**config.mk**
```make
export PLATFORM = sky130hd
export DESIGN_NAME = flip_dot_frame_packer_core_flat
export DESIGN_NICKNAME = d
export VERILOG_FILES = /design/src/rtl/fdfp_pkg.sv /design/src/rtl/fdfp_stream_if.sv /design/src/rtl/flip_dot_frame_packer_core.sv /design/src/rtl/fdfp_cfg.sv /design/src/rtl/fdfp_bitmap.sv /design/src/rtl/fdfp_emit.sv /design/src/flat_wrapper.sv
export SDC_FILE = /design/constraint.sdc
export NUM_CORES = 1
export LEC_CHECK = 0
export BUFFER_PORTS_ARGS = -buffer_cell sky130_fd_sc_hd__buf_2
export CAP_MARGIN = 15
export CORE_ASPECT_RATIO = 0.7
export CORE_MARGIN = 1
export CORE_UTILIZATION = 50
export CTS_CLUSTER_SIZE = 10
export DETAILED_ROUTE_END_ITERATION = 16
export GPL_ROUTABILITY_DRIVEN = 1
export PLACE_DENSITY = 0.67
export SLEW_MARGIN = 20
export SYNTH_ARGS = -nofsm -noshare
export SYNTH_HDL_FRONTEND = slang
export SYNTH_HIERARCHICAL = 1
export SYNTH_SLANG_ARGS = --single-unit
```
**constraint.sdc**
```tcl
create_clock -name clk -period 3.6 [get_ports clk]
set_input_delay 0.9 -clock clk [delete_from_list [all_inputs] [get_ports clk]]
set_output_delay 0.9 -clock clk [all_outputs]
set_load 0.01 [all_outputs]
```
**src/rtl/fdfp_pkg.sv**
```systemverilog
// Shared types and constants of the flip-dot frame packer.
// No dependencies; the core, register file, sequencer and testbench import this package.
package fdfp_pkg;

  // Operation codes of an input beat
  typedef logic [1:0] op_t;
  localparam op_t OP_PIXEL  = 2'd0;
  localparam op_t OP_BRIGHT = 2'd1;
  localparam op_t OP_DARK   = 2'd2;

  // Packet framing bytes
  localparam logic [7:0] HDR0      = 8'h80;
  localparam logic [7:0] HDR1      = 8'h83;
  localparam logic [7:0] TRAILER   = 8'h8F;
  localparam logic [7:0] BROADCAST = 8'hFF;

  // Configuration register indexes and reset values
  typedef logic [1:0] reg_idx_t;
  localparam reg_idx_t REG_INVERT     = 2'd0;
  localparam reg_idx_t REG_UPPER_ADDR = 2'd1;
  localparam reg_idx_t REG_LOWER_ADDR = 2'd2;

  localparam logic [7:0] UPPER_ADDR_RST = 8'd21;
  localparam logic [7:0] LOWER_ADDR_RST = 8'd23;

  // Beat payloads
  typedef struct packed {
    op_t        operation;
    logic [7:0] pixel_value;
    logic       last_pixel;
  } in_item_t;

  typedef struct packed {
    logic [7:0] out_byte;
    logic       last_byte;
  } out_item_t;

  // Register values seen by the datapath
  typedef struct packed {
    logic       invert;
    logic [7:0] upper_addr;
    logic [7:0] lower_addr;
  } cfg_t;

  // Request to the packet sequencer
  typedef struct packed {
    logic go;
    logic fill;
    logic bright;
  } start_t;

endpackage

```
**src/rtl/fdfp_stream_if.sv**
```systemverilog
// Valid/ready stream channel used for the input and result beats.
// Payload type is a parameter; the block uses the structs of fdfp_pkg.
interface fdfp_stream_if #(
  parameter type data_t = logic
);
  logic  valid;
  logic  ready;
  data_t data;

  modport source (output valid, output data, input ready);
  modport sink (input valid, input data, output ready);
endinterface

```
**src/rtl/flip_dot_frame_packer_core.sv**
```systemverilog
// Flip-dot frame packer: takes a COLUMNS x 2*PANEL_ROWS frame one pixel beat
// per cycle while idle, in row-major order, and packs it into column bitmaps of
// an upper and a lower panel. The frame's last pixel starts two packets (0x80,
// 0x83, address, COLUMNS column bytes, 0x8F) and the input stays not ready
// until their last byte is loaded; a fill command sends one broadcast packet.
// Packets come from the single packet sequencer, which loads one byte a cycle
// into the output register unless the sink stalls.
// Bitmaps and pixel position clear after the frame's packets.
module flip_dot_frame_packer_core #(
  parameter int COLUMNS    = 28,
  parameter int PANEL_ROWS = 7
) (
  input  logic         clk,
  input  logic         rst_n,
  fdfp_stream_if.sink  in_ch,
  fdfp_stream_if.source out_ch,
  input  logic         cfg_psel,
  input  logic         cfg_penable,
  input  logic         cfg_pwrite,
  input  logic [3:0]   cfg_paddr,
  input  logic [31:0]  cfg_pwdata,
  output logic [31:0]  cfg_prdata,
  output logic         cfg_pready
);
  import fdfp_pkg::*;

  localparam int COL_W = (COLUMNS > 1) ? $clog2(COLUMNS) : 1;

  cfg_t                  cfg;
  start_t                start;
  in_item_t              item;
  out_item_t             out_item;
  logic                  in_acc;
  logic                  idle;
  logic                  clear;
  logic                  pix_we;
  logic                  pix_on;
  logic                  rd_panel;
  logic [COL_W-1:0]      rd_col;
  logic [PANEL_ROWS-1:0] rd_data;

  fdfp_cfg u_cfg (
    .clk         (clk),
    .rst_n       (rst_n),
    .cfg_psel    (cfg_psel),
    .cfg_penable (cfg_penable),
    .cfg_pwrite  (cfg_pwrite),
    .cfg_paddr   (cfg_paddr),
    .cfg_pwdata  (cfg_pwdata),
    .cfg_prdata  (cfg_prdata),
    .cfg_pready  (cfg_pready),
    .cfg         (cfg)
  );

  assign item        = in_ch.data;
  assign in_ch.ready = idle;
  assign in_acc      = in_ch.valid && idle;
  assign pix_we      = in_acc && (item.operation == OP_PIXEL);
  assign pix_on      = (item.pixel_value != 8'd0) ^ cfg.invert;

  always_comb begin
    start = '0;
    if (in_acc) begin
      unique case (item.operation)
        OP_PIXEL: start.go = item.last_pixel;
        OP_BRIGHT: begin
          start.go     = 1'b1;
          start.fill   = 1'b1;
          start.bright = 1'b1;
        end
        OP_DARK: begin
          start.go   = 1'b1;
          start.fill = 1'b1;
        end
        default: start = '0;
      endcase
    end
  end

  fdfp_bitmap #(
    .COLUMNS    (COLUMNS),
    .PANEL_ROWS (PANEL_ROWS)
  ) u_bitmap (
    .clk      (clk),
    .rst_n    (rst_n),
    .pix_we   (pix_we),
    .pix_on   (pix_on),
    .clear    (clear),
    .rd_panel (rd_panel),
    .rd_col   (rd_col),
    .rd_data  (rd_data)
  );

  fdfp_emit #(
    .COLUMNS    (COLUMNS),
    .PANEL_ROWS (PANEL_ROWS)
  ) u_emit (
    .clk       (clk),
    .rst_n     (rst_n),
    .start     (start),
    .cfg       (cfg),
    .rd_panel  (rd_panel),
    .rd_col    (rd_col),
    .rd_data   (rd_data),
    .idle      (idle),
    .clear     (clear),
    .out_valid (out_ch.valid),
    .out_data  (out_item),
    .out_ready (out_ch.ready)
  );

  assign out_ch.data = out_item;

endmodule

```
**src/rtl/fdfp_cfg.sv**
```systemverilog
// APB-style register file: invert flag and the two panel addresses.
// Depends on fdfp_pkg for register indexes, reset values and cfg_t.
module fdfp_cfg (
  input  logic          clk,
  input  logic          rst_n,
  input  logic          cfg_psel,
  input  logic          cfg_penable,
  input  logic          cfg_pwrite,
  input  logic [3:0]    cfg_paddr,
  input  logic [31:0]   cfg_pwdata,
  output logic [31:0]   cfg_prdata,
  output logic          cfg_pready,
  output fdfp_pkg::cfg_t cfg
);
  import fdfp_pkg::*;

  logic       invert_r;
  logic [7:0] upper_addr_r;
  logic [7:0] lower_addr_r;
  logic       wr_en;
  reg_idx_t   idx;

  assign idx        = cfg_paddr[3:2];
  assign wr_en      = cfg_psel && cfg_penable && cfg_pwrite;
  assign cfg_pready = 1'b1;

  always_ff @(posedge clk) begin
    if (!rst_n) begin
      invert_r     <= 1'b0;
      upper_addr_r <= UPPER_ADDR_RST;
      lower_addr_r <= LOWER_ADDR_RST;
    end else if (wr_en) begin
      unique case (idx)
        REG_INVERT:     invert_r     <= cfg_pwdata[0];
        REG_UPPER_ADDR: upper_addr_r <= cfg_pwdata[7:0];
        REG_LOWER_ADDR: lower_addr_r <= cfg_pwdata[7:0];
        default: ;
      endcase
    end
  end

  always_comb begin
    unique case (idx)
      REG_INVERT:     cfg_prdata = {31'd0, invert_r};
      REG_UPPER_ADDR: cfg_prdata = {24'd0, upper_addr_r};
      REG_LOWER_ADDR: cfg_prdata = {24'd0, lower_addr_r};
      default:        cfg_prdata = 32'd0;
    endcase
  end

  assign cfg.invert     = invert_r;
  assign cfg.upper_addr = upper_addr_r;
  assign cfg.lower_addr = lower_addr_r;

endmodule

```
**src/rtl/fdfp_bitmap.sv**
```systemverilog
// Column bitmaps of both panels plus the row/column pixel position.
// Sets one dot per lit pixel within the frame; one column read port for the sequencer.
module fdfp_bitmap #(
  parameter int COLUMNS    = 28,
  parameter int PANEL_ROWS = 7,
  localparam int COL_W     = (COLUMNS > 1) ? $clog2(COLUMNS) : 1,
  localparam int ROW_W     = $clog2(2 * PANEL_ROWS + 1)
) (
  input  logic                  clk,
  input  logic                  rst_n,
  input  logic                  pix_we,
  input  logic                  pix_on,
  input  logic                  clear,
  input  logic                  rd_panel,
  input  logic [COL_W-1:0]      rd_col,
  output logic [PANEL_ROWS-1:0] rd_data
);
  localparam logic [ROW_W-1:0] ROW_FULL = ROW_W'(2 * PANEL_ROWS);
  localparam logic [COL_W-1:0] COL_LAST = COL_W'(COLUMNS - 1);

  logic [PANEL_ROWS-1:0] upper_r [COLUMNS];
  logic [PANEL_ROWS-1:0] lower_r [COLUMNS];
  logic [COL_W-1:0]      col_r;
  logic [ROW_W-1:0]      row_r;
  logic                  full;
  logic                  set_dot;

  // Pixels past the frame are dropped and the position saturates
  assign full    = (row_r == ROW_FULL);
  assign set_dot = pix_we && pix_on && !full;

  always_ff @(posedge clk) begin
    if (!rst_n || clear) begin
      col_r <= '0;
      row_r <= '0;
    end else if (pix_we && !full) begin
      if (col_r == COL_LAST) begin
        col_r <= '0;
        row_r <= row_r + ROW_W'(1);
      end else begin
        col_r <= col_r + COL_W'(1);
      end
    end
  end

  always_ff @(posedge clk) begin
    for (int c = 0; c < COLUMNS; c++) begin
      for (int r = 0; r < PANEL_ROWS; r++) begin
        if (!rst_n || clear) begin
          upper_r[c][r] <= 1'b0;
          lower_r[c][r] <= 1'b0;
        end else if (set_dot && col_r == COL_W'(c)) begin
          if (row_r == ROW_W'(r)) upper_r[c][r] <= 1'b1;
          if (row_r == ROW_W'(r + PANEL_ROWS)) lower_r[c][r] <= 1'b1;
        end
      end
    end
  end

  assign rd_data = rd_panel ? lower_r[rd_col] : upper_r[rd_col];

endmodule

```
**src/rtl/fdfp_emit.sv**
```systemverilog
// Packet sequencer: one position counter walks header, address, columns
// and trailer, loading one byte per step into the output register.
module fdfp_emit #(
  parameter int COLUMNS    = 28,
  parameter int PANEL_ROWS = 7,
  localparam int COL_W     = (COLUMNS > 1) ? $clog2(COLUMNS) : 1
) (
  input  logic                   clk,
  input  logic                   rst_n,
  input  fdfp_pkg::start_t       start,
  input  fdfp_pkg::cfg_t         cfg,
  output logic                   rd_panel,
  output logic [COL_W-1:0]       rd_col,
  input  logic [PANEL_ROWS-1:0]  rd_data,
  output logic                   idle,
  output logic                   clear,
  output logic                   out_valid,
  output fdfp_pkg::out_item_t    out_data,
  input  logic                   out_ready
);
  import fdfp_pkg::*;

  localparam int POS_W = $clog2(COLUMNS + 4);
  localparam logic [POS_W-1:0] POS_HDR0  = POS_W'(0);
  localparam logic [POS_W-1:0] POS_HDR1  = POS_W'(1);
  localparam logic [POS_W-1:0] POS_ADDR  = POS_W'(2);
  localparam logic [POS_W-1:0] POS_LAST  = POS_W'(COLUMNS + 3);
  localparam logic [7:0]       FILL_ON   = 8'((1 << PANEL_ROWS) - 1);

  localparam logic ST_IDLE = 1'b0;
  localparam logic ST_RUN  = 1'b1;

  logic             state_r;
  logic [POS_W-1:0] pos_r;
  logic             pkt_r;
  logic             fill_r;
  logic             bright_r;
  logic             out_valid_r;
  logic [7:0]       out_byte_r;
  logic             out_last_r;
  logic             step;
  logic             at_end;
  logic [7:0]       byte_nxt;
  logic [7:0]       addr;

  // Advance only when the output register is free or being emptied
  assign step     = (state_r == ST_RUN) && (!out_valid_r || out_ready);
  assign at_end   = (pos_r == POS_LAST) && (fill_r || pkt_r);
  assign rd_panel = pkt_r;
  assign rd_col   = COL_W'(pos_r - POS_ADDR - POS_W'(1));
  assign addr     = fill_r ? BROADCAST : (pkt_r ? cfg.lower_addr : cfg.upper_addr);

  always_comb begin
    if (pos_r == POS_HDR0)      byte_nxt = HDR0;
    else if (pos_r == POS_HDR1) byte_nxt = HDR1;
    else if (pos_r == POS_ADDR) byte_nxt = addr;
    else if (pos_r == POS_LAST) byte_nxt = TRAILER;
    else if (fill_r)            byte_nxt = bright_r ? FILL_ON : 8'd0;
    else                        byte_nxt = 8'(rd_data);
  end

  always_ff @(posedge clk) begin
    if (!rst_n) begin
      state_r     <= ST_IDLE;
      out_valid_r <= 1'b0;
      pos_r       <= '0;
      pkt_r       <= 1'b0;
    end else begin
      unique case (state_r)
        ST_IDLE: begin
          if (start.go) begin
            state_r  <= ST_RUN;
            pos_r    <= '0;
            pkt_r    <= 1'b0;
            fill_r   <= start.fill;
            bright_r <= start.bright;
          end
        end
        ST_RUN: begin
          if (step) begin
            if (pos_r == POS_LAST) begin
              pos_r <= '0;
              pkt_r <= 1'b1;
              if (fill_r || pkt_r) state_r <= ST_IDLE;
            end else begin
              pos_r <= pos_r + POS_W'(1);
            end
          end
        end
        default: state_r <= ST_IDLE;
      endcase

      if (step) begin
        out_valid_r <= 1'b1;
        out_byte_r  <= byte_nxt;
        out_last_r  <= at_end;
      end else if (out_ready) begin
        out_valid_r <= 1'b0;
      end
    end
  end

  // Drop the frame bitmaps once the lower panel's trailer is loaded
  assign clear              = step && at_end && !fill_r;
  assign idle               = (state_r == ST_IDLE);
  assign out_valid          = out_valid_r;
  assign out_data.out_byte  = out_byte_r;
  assign out_data.last_byte = out_last_r;

endmodule

```
**src/flat_wrapper.sv**
```systemverilog
// flat-port wrapper written by rule: the top's interface ports become plain ports
module flip_dot_frame_packer_core_flat import fdfp_pkg::*;
#(
  parameter int COLUMNS    = 28,
  parameter int PANEL_ROWS = 7
)
  (clk, rst_n, cfg_psel, cfg_penable, cfg_pwrite, cfg_paddr, cfg_pwdata, cfg_prdata, cfg_pready, in_ch_valid, in_ch_data, in_ch_ready, out_ch_valid, out_ch_data, out_ch_ready);
  fdfp_stream_if #(.data_t(in_item_t)) in_ch_i ();
  fdfp_stream_if #(.data_t(out_item_t)) out_ch_i ();
  input  logic clk;
  input  logic rst_n;
  input  logic cfg_psel;
  input  logic cfg_penable;
  input  logic cfg_pwrite;
  input  logic [3:0] cfg_paddr;
  input  logic [31:0] cfg_pwdata;
  output logic [31:0] cfg_prdata;
  output logic cfg_pready;
  input wire logic [$bits(in_ch_i.valid)-1:0] in_ch_valid;
  input wire logic [$bits(in_ch_i.data)-1:0] in_ch_data;
  output wire logic [$bits(in_ch_i.ready)-1:0] in_ch_ready;
  output wire logic [$bits(out_ch_i.valid)-1:0] out_ch_valid;
  output wire logic [$bits(out_ch_i.data)-1:0] out_ch_data;
  input wire logic [$bits(out_ch_i.ready)-1:0] out_ch_ready;
  assign in_ch_i.valid = in_ch_valid;
  assign in_ch_i.data = in_ch_data;
  assign in_ch_ready = in_ch_i.ready;
  assign out_ch_valid = out_ch_i.valid;
  assign out_ch_data = out_ch_i.data;
  assign out_ch_i.ready = out_ch_ready;
  flip_dot_frame_packer_core #(.COLUMNS(COLUMNS), .PANEL_ROWS(PANEL_ROWS)) u_core (.clk(clk), .rst_n(rst_n), .in_ch(in_ch_i), .out_ch(out_ch_i), .cfg_psel(cfg_psel), .cfg_penable(cfg_penable), .cfg_pwrite(cfg_pwrite), .cfg_paddr(cfg_paddr), .cfg_pwdata(cfg_pwdata), .cfg_prdata(cfg_prdata), .cfg_pready(cfg_pready));
endmodule
```
==> reports/results.txt <==
The flow ran to the end, and the final reports show no timing, DRC or antenna violations. The number of sinks on the clock net was 437. In the synthesized netlist, the cells that appear most often are sky130_fd_sc_hd__nor2_1 (413), sky130_fd_sc_hd__edfxtp_1 (401), sky130_fd_sc_hd__o21ai_0 (399).

The logs give 15850 for the number of vias after detailed routing and 0 for the total count of max-transition violations in the final report. The tools report the footprint of the multi-input gates as 8362 µm². The endpoint type of the worst setup path was a register. 98 I/O pins were placed. For this block, the initial DRC count from the detailed router was 1604. After detailed routing, the average wire length per cell comes to 21.76 µm.

The count of flip-flops with a built-in enable after synthesis is 401, and the full die area is 45370 µm². Most used standard cell by instance count after synthesis: sky130_fd_sc_hd__nor2_1. Along the worst path, the maximum fanout reaches 18. The y dimension of the die came out at 178.5 µm.

The tools report the nature of the critical path startpoint as a register. TritonCTS built the clock tree. Data required time of the critical path: 3.94 ns. The number of antenna violations at the first check in global routing came out at 0.

For the pin with the worst max-slew slack, the measured transition is 1.071 ns. The run gives 0.4076 mV as the worst voltage drop across the vdd grid. After detailed placement, the total cell area comes to 23160 µm². The maximum count of clock buffers along a single path is 3. For this run, asynchronously set or reset flops after synthesis account for 0%.

The share of synthesized area in the top cell type comes to 54.11%. The setup total negative slack is 0 ns. On the final layout, the worst hold slack is 0.4713 ns. The logs give 0.01795 ns for the setup clock skew after layout and 34.30 mm for the half-perimeter wire length of the detailed placement result.

The die is 254.2 µm wide. The number of global-route vias before repair was 15080. The number of violations of the max-capacitance limit was 0. The tree is rooted in a sky130_fd_sc_hd__clkbuf_16. The slowest stage cell on the critical path is sky130_fd_sc_hd__a211oi_1. The worst setup path is of the register to register kind. For the number of levels in the clock H-tree, the log shows 2. At the end of routability-driven placement, the weighted congestion stood at 0.8678. The number of clock buffers added by TritonCTS is 49. Setup repair after global routing left no endpoint under its margin.

The fraction of layout instances using a drive strength above 1 was 15.91%; the clock latency on the worst-skew pair was 0.58 ns. Largest area contributor in the netlist: sky130_fd_sc_hd__edfxtp_1. The number of rows in the core area came out at 64.

Once layout is complete, the cells apart from fillers number 2580. The wire length of the first global-routing pass was 85.97 mm; the worst stage delay on the critical path was 0.44 ns. Measured against its own limit, the worst slew margin works out to 28.43%. Static timing analysis puts the maximum clock frequency at 0.2871 GHz. In the routed layout, each cell is associated on average with a via count of 6.143. The post-route fraction of the period consumed by the critical path was 96.76%. Total power consumption of the routed design: 11.26 mW. Dividing total power by cell area gives a power density of 457.9 nW/µm². For the post-route cell area, the log shows 24590 µm². The count of final hold-check violations came out at 0.

The pin count of the biggest net entering global routing is 91, and the final net count is 2026. The count of cells along the worst hold path came out at 1. The smallest clock period supported by the final layout is computed as 3.483 ns. For this run, the leading register cell type out of synthesis is sky130_fd_sc_hd__edfxtp_1. Clock-pin slew was measured on the worst setup and hold paths at 0.06 ns. The sequential cells in the finished layout cover a total of 12760 µm².

The run gives 0 as the remaining design rule violation count. The count of filler cells inserted in the layout is 3643, and the post-synth design cell area is 22260 µm². Final number of setup-violating endpoints: 0.

Arrival time at the worst endpoint: 3.82 ns. The number of antenna repair diodes is 0. The min-delay analysis places its worst path in the category register to register.

The flip-flop and latch count after synthesis is 437. The worst hold path begins at u_core/u_bitmap/upper_r[16][0]. Summing the sequential cell areas from Yosys gives 57.35% of the chip area. Leakage power figure: 7.760 nW.

Summed over all layers, the routed wires come to 56.14 mm. Counting tap cells, the placed design contains a total of 2495 instances. The pre-antenna-repair detailed-routing pass consisted of 7 iterations.

The core region is 43800 µm². Counting every instance in the synthesized netlist gives 1998. In this run the register-to-register setup slack is 0.12 ns. The effective utilization at floorplan is 50.81%.

The mean cell area of the mapped netlist was 11.14 µm²; the number of warnings reported in the yosys synthesis log was 6. Sorting the synthesized cells by area gives the leading types as sky130_fd_sc_hd__edfxtp_1 (54%), sky130_fd_sc_hd__mux4_2 (9.6%), sky130_fd_sc_hd__o21ai_0 (9.0%), sky130_fd_sc_hd__nor2_1 (7.0%), sky130_fd_sc_hd__dfxtp_1 (3.2%). The area growth from synthesis to layout is 10.47%. The startpoint of the most critical register-to-register path was u_core/u_emit/pos_r[1].

In this run, post-CTS hold repair placed 0 buffers. Traced cell by cell, the critical path runs through ha_1 > buf_4 > xnor2_2 > buf_12 > buf_4 > mux4_2 > nor2b_1 > a211oi_1 > a211oi_1 > a221o_1 > nand2b_1 > a311oi_1. The netlist uses 63 different library cells. During placement, the flow inserted port buffers numbering 46.

The end point of the worst hold path was u_core/u_bitmap/upper_r[16][0]. Counting cells, the worst reg-to-reg path comes to 12. Global routing finished with a remaining overflow of 0. The count of antenna-violating nets left after detailed routing is 0. The endpoint identified for the worst register-to-register timing path is u_core/u_emit/out_byte_r[3]. For the overall global routing resource usage, the log shows 25.09%.
worst max-delay path: cells and delay by family, from the launching register on:
| kind | cells | cell delay, ns |
|---|---|---|
| buffers and inverters | 3 | 0.70 |
| adder cells (fa/ha/maj) | 1 | 0.22 |
| XOR/XNOR | 1 | 0.19 |
| AO/OA/AOI/OAI | 4 | 1.29 |
| AND/OR/NAND/NOR | 2 | 0.22 |
| multiplexers | 1 | 0.24 |
| flip-flops | 1 | 0.36 |
where the power goes:
part / total (mW) / internal (mW) / switching (mW)
clock network: 4.52 / 2.54 / 1.98
registers: 5.83 / 5.75 / 0.0716
logic: 0.912 / 0.416 / 0.496
total: 11.3 / 8.71 / 2.55
final cells by class:
class	instances	share of cell area, %
Timing Repair Buffer	140	5.181
Inverter	14	0.2239
Multi-Input combinational cell	1313	34.01
Sequential cell	437	51.91
Clock inverter	3	0.1679
Tap cell	594	3.023
Clock buffer	79	5.486
how the worst max path moves through the flow:
stage,start,end,slack (ns),cells past startpoint
detailed placement,u_core/u_emit/pos_r[0],u_core/u_emit/out_byte_r[0],0.04,11
global route,u_core/u_emit/pos_r[0],u_core/u_emit/out_byte_r[0],0.05,11
finish,u_core/u_emit/pos_r[1],u_core/u_emit/out_byte_r[3],0.12,12
floorplan,u_core/u_emit/pos_r[0],u_core/u_emit/out_byte_r[6],0.63,12
CTS,u_core/u_emit/pos_r[1],u_core/u_emit/out_byte_r[0],0.02,11
global placement,u_core/u_emit/pos_r[0],u_core/u_emit/out_byte_r[1],0.18,9
routing by layer:
layer	track usage [%]	routed length, µm	share of wire [%]
met3	5.749	5831	10
met4	5.798	903	1.6
met1	35.32	23340	42
met5	0	0	0
met2	39.66	26060	46
sequential cells by signal, indices dropped and copies added (netlist names):
signal                     flops
u_core/u_emit/pos_r            5
u_core/u_emit/out_valid        1
u_core/u_bitmap/row_r          4
u_core/u_cfg/invert_r          1
u_core/u_bitmap/upper_r      196
u_core/u_emit/out_last_r       1
u_core/u_emit/bright_r         1
u_core/u_bitmap/col_r          5
u_core/u_emit/rd_panel         1
u_core/u_cfg/lower_addr_r      8
u_core/u_emit/out_byte_r       8
u_core/u_emit/state_r          1
u_core/u_bitmap/lower_r      196
u_core/u_cfg/upper_addr_r      8
u_core/u_emit/fill_r           1
kinds of logic after synthesis:
family,after synthesis,share of synthesized area (%)
multiplexers,127,11.07
adder cells (fa/ha/maj),17,0.9557
AO/OA/AOI/OAI,506,12.51
other,2,0.03375
flip-flops,437,57.35
buffers and inverters,271,5.684
XOR/XNOR,6,0.2361
AND/OR/NAND/NOR,632,12.16
repair_timing:
action                                  CTS  global route
setup buffers                             0             3
resized for setup                         0             1
endpoints found under the setup margin    0             3
cells in the final DEF (no fill, tap or decap), drive strengths merged, types with 5 or more instances in the layout:
master  Yosys  routed
dfxtp      36      36
nor4        6       6
inv        13      14
o22ai      12      12
edfxtp    401     401
a311oi      6       6
or2         5       5
conb        2      25
nand3      51      51
and2        8       8
nand2b     13      13
o21ai     411     411
a211oi     17      17
mux4       95      95
buf        91     140
a22o       11      11
a21oi      18      18
clkbuf    166      79
a31oi       5       5
ha         17      17
nor2b      36      36
mux2i      29      29
nor2      413     413
nor3        7       7
and3        9       9
nand2      74      74
metrics by stage:
step / worst slack (ns) / utilization [%]
after detailed placement: 0.03597 / 52.87
after global placement: 0.1791 / 52.87
final: 0.1165 / 56.13
after global routing: 0.05367 / 56.13
after CTS: 0.02038 / 56.05
after floorplan: 0.6256 / -
(Power assumes the default switching activity.)
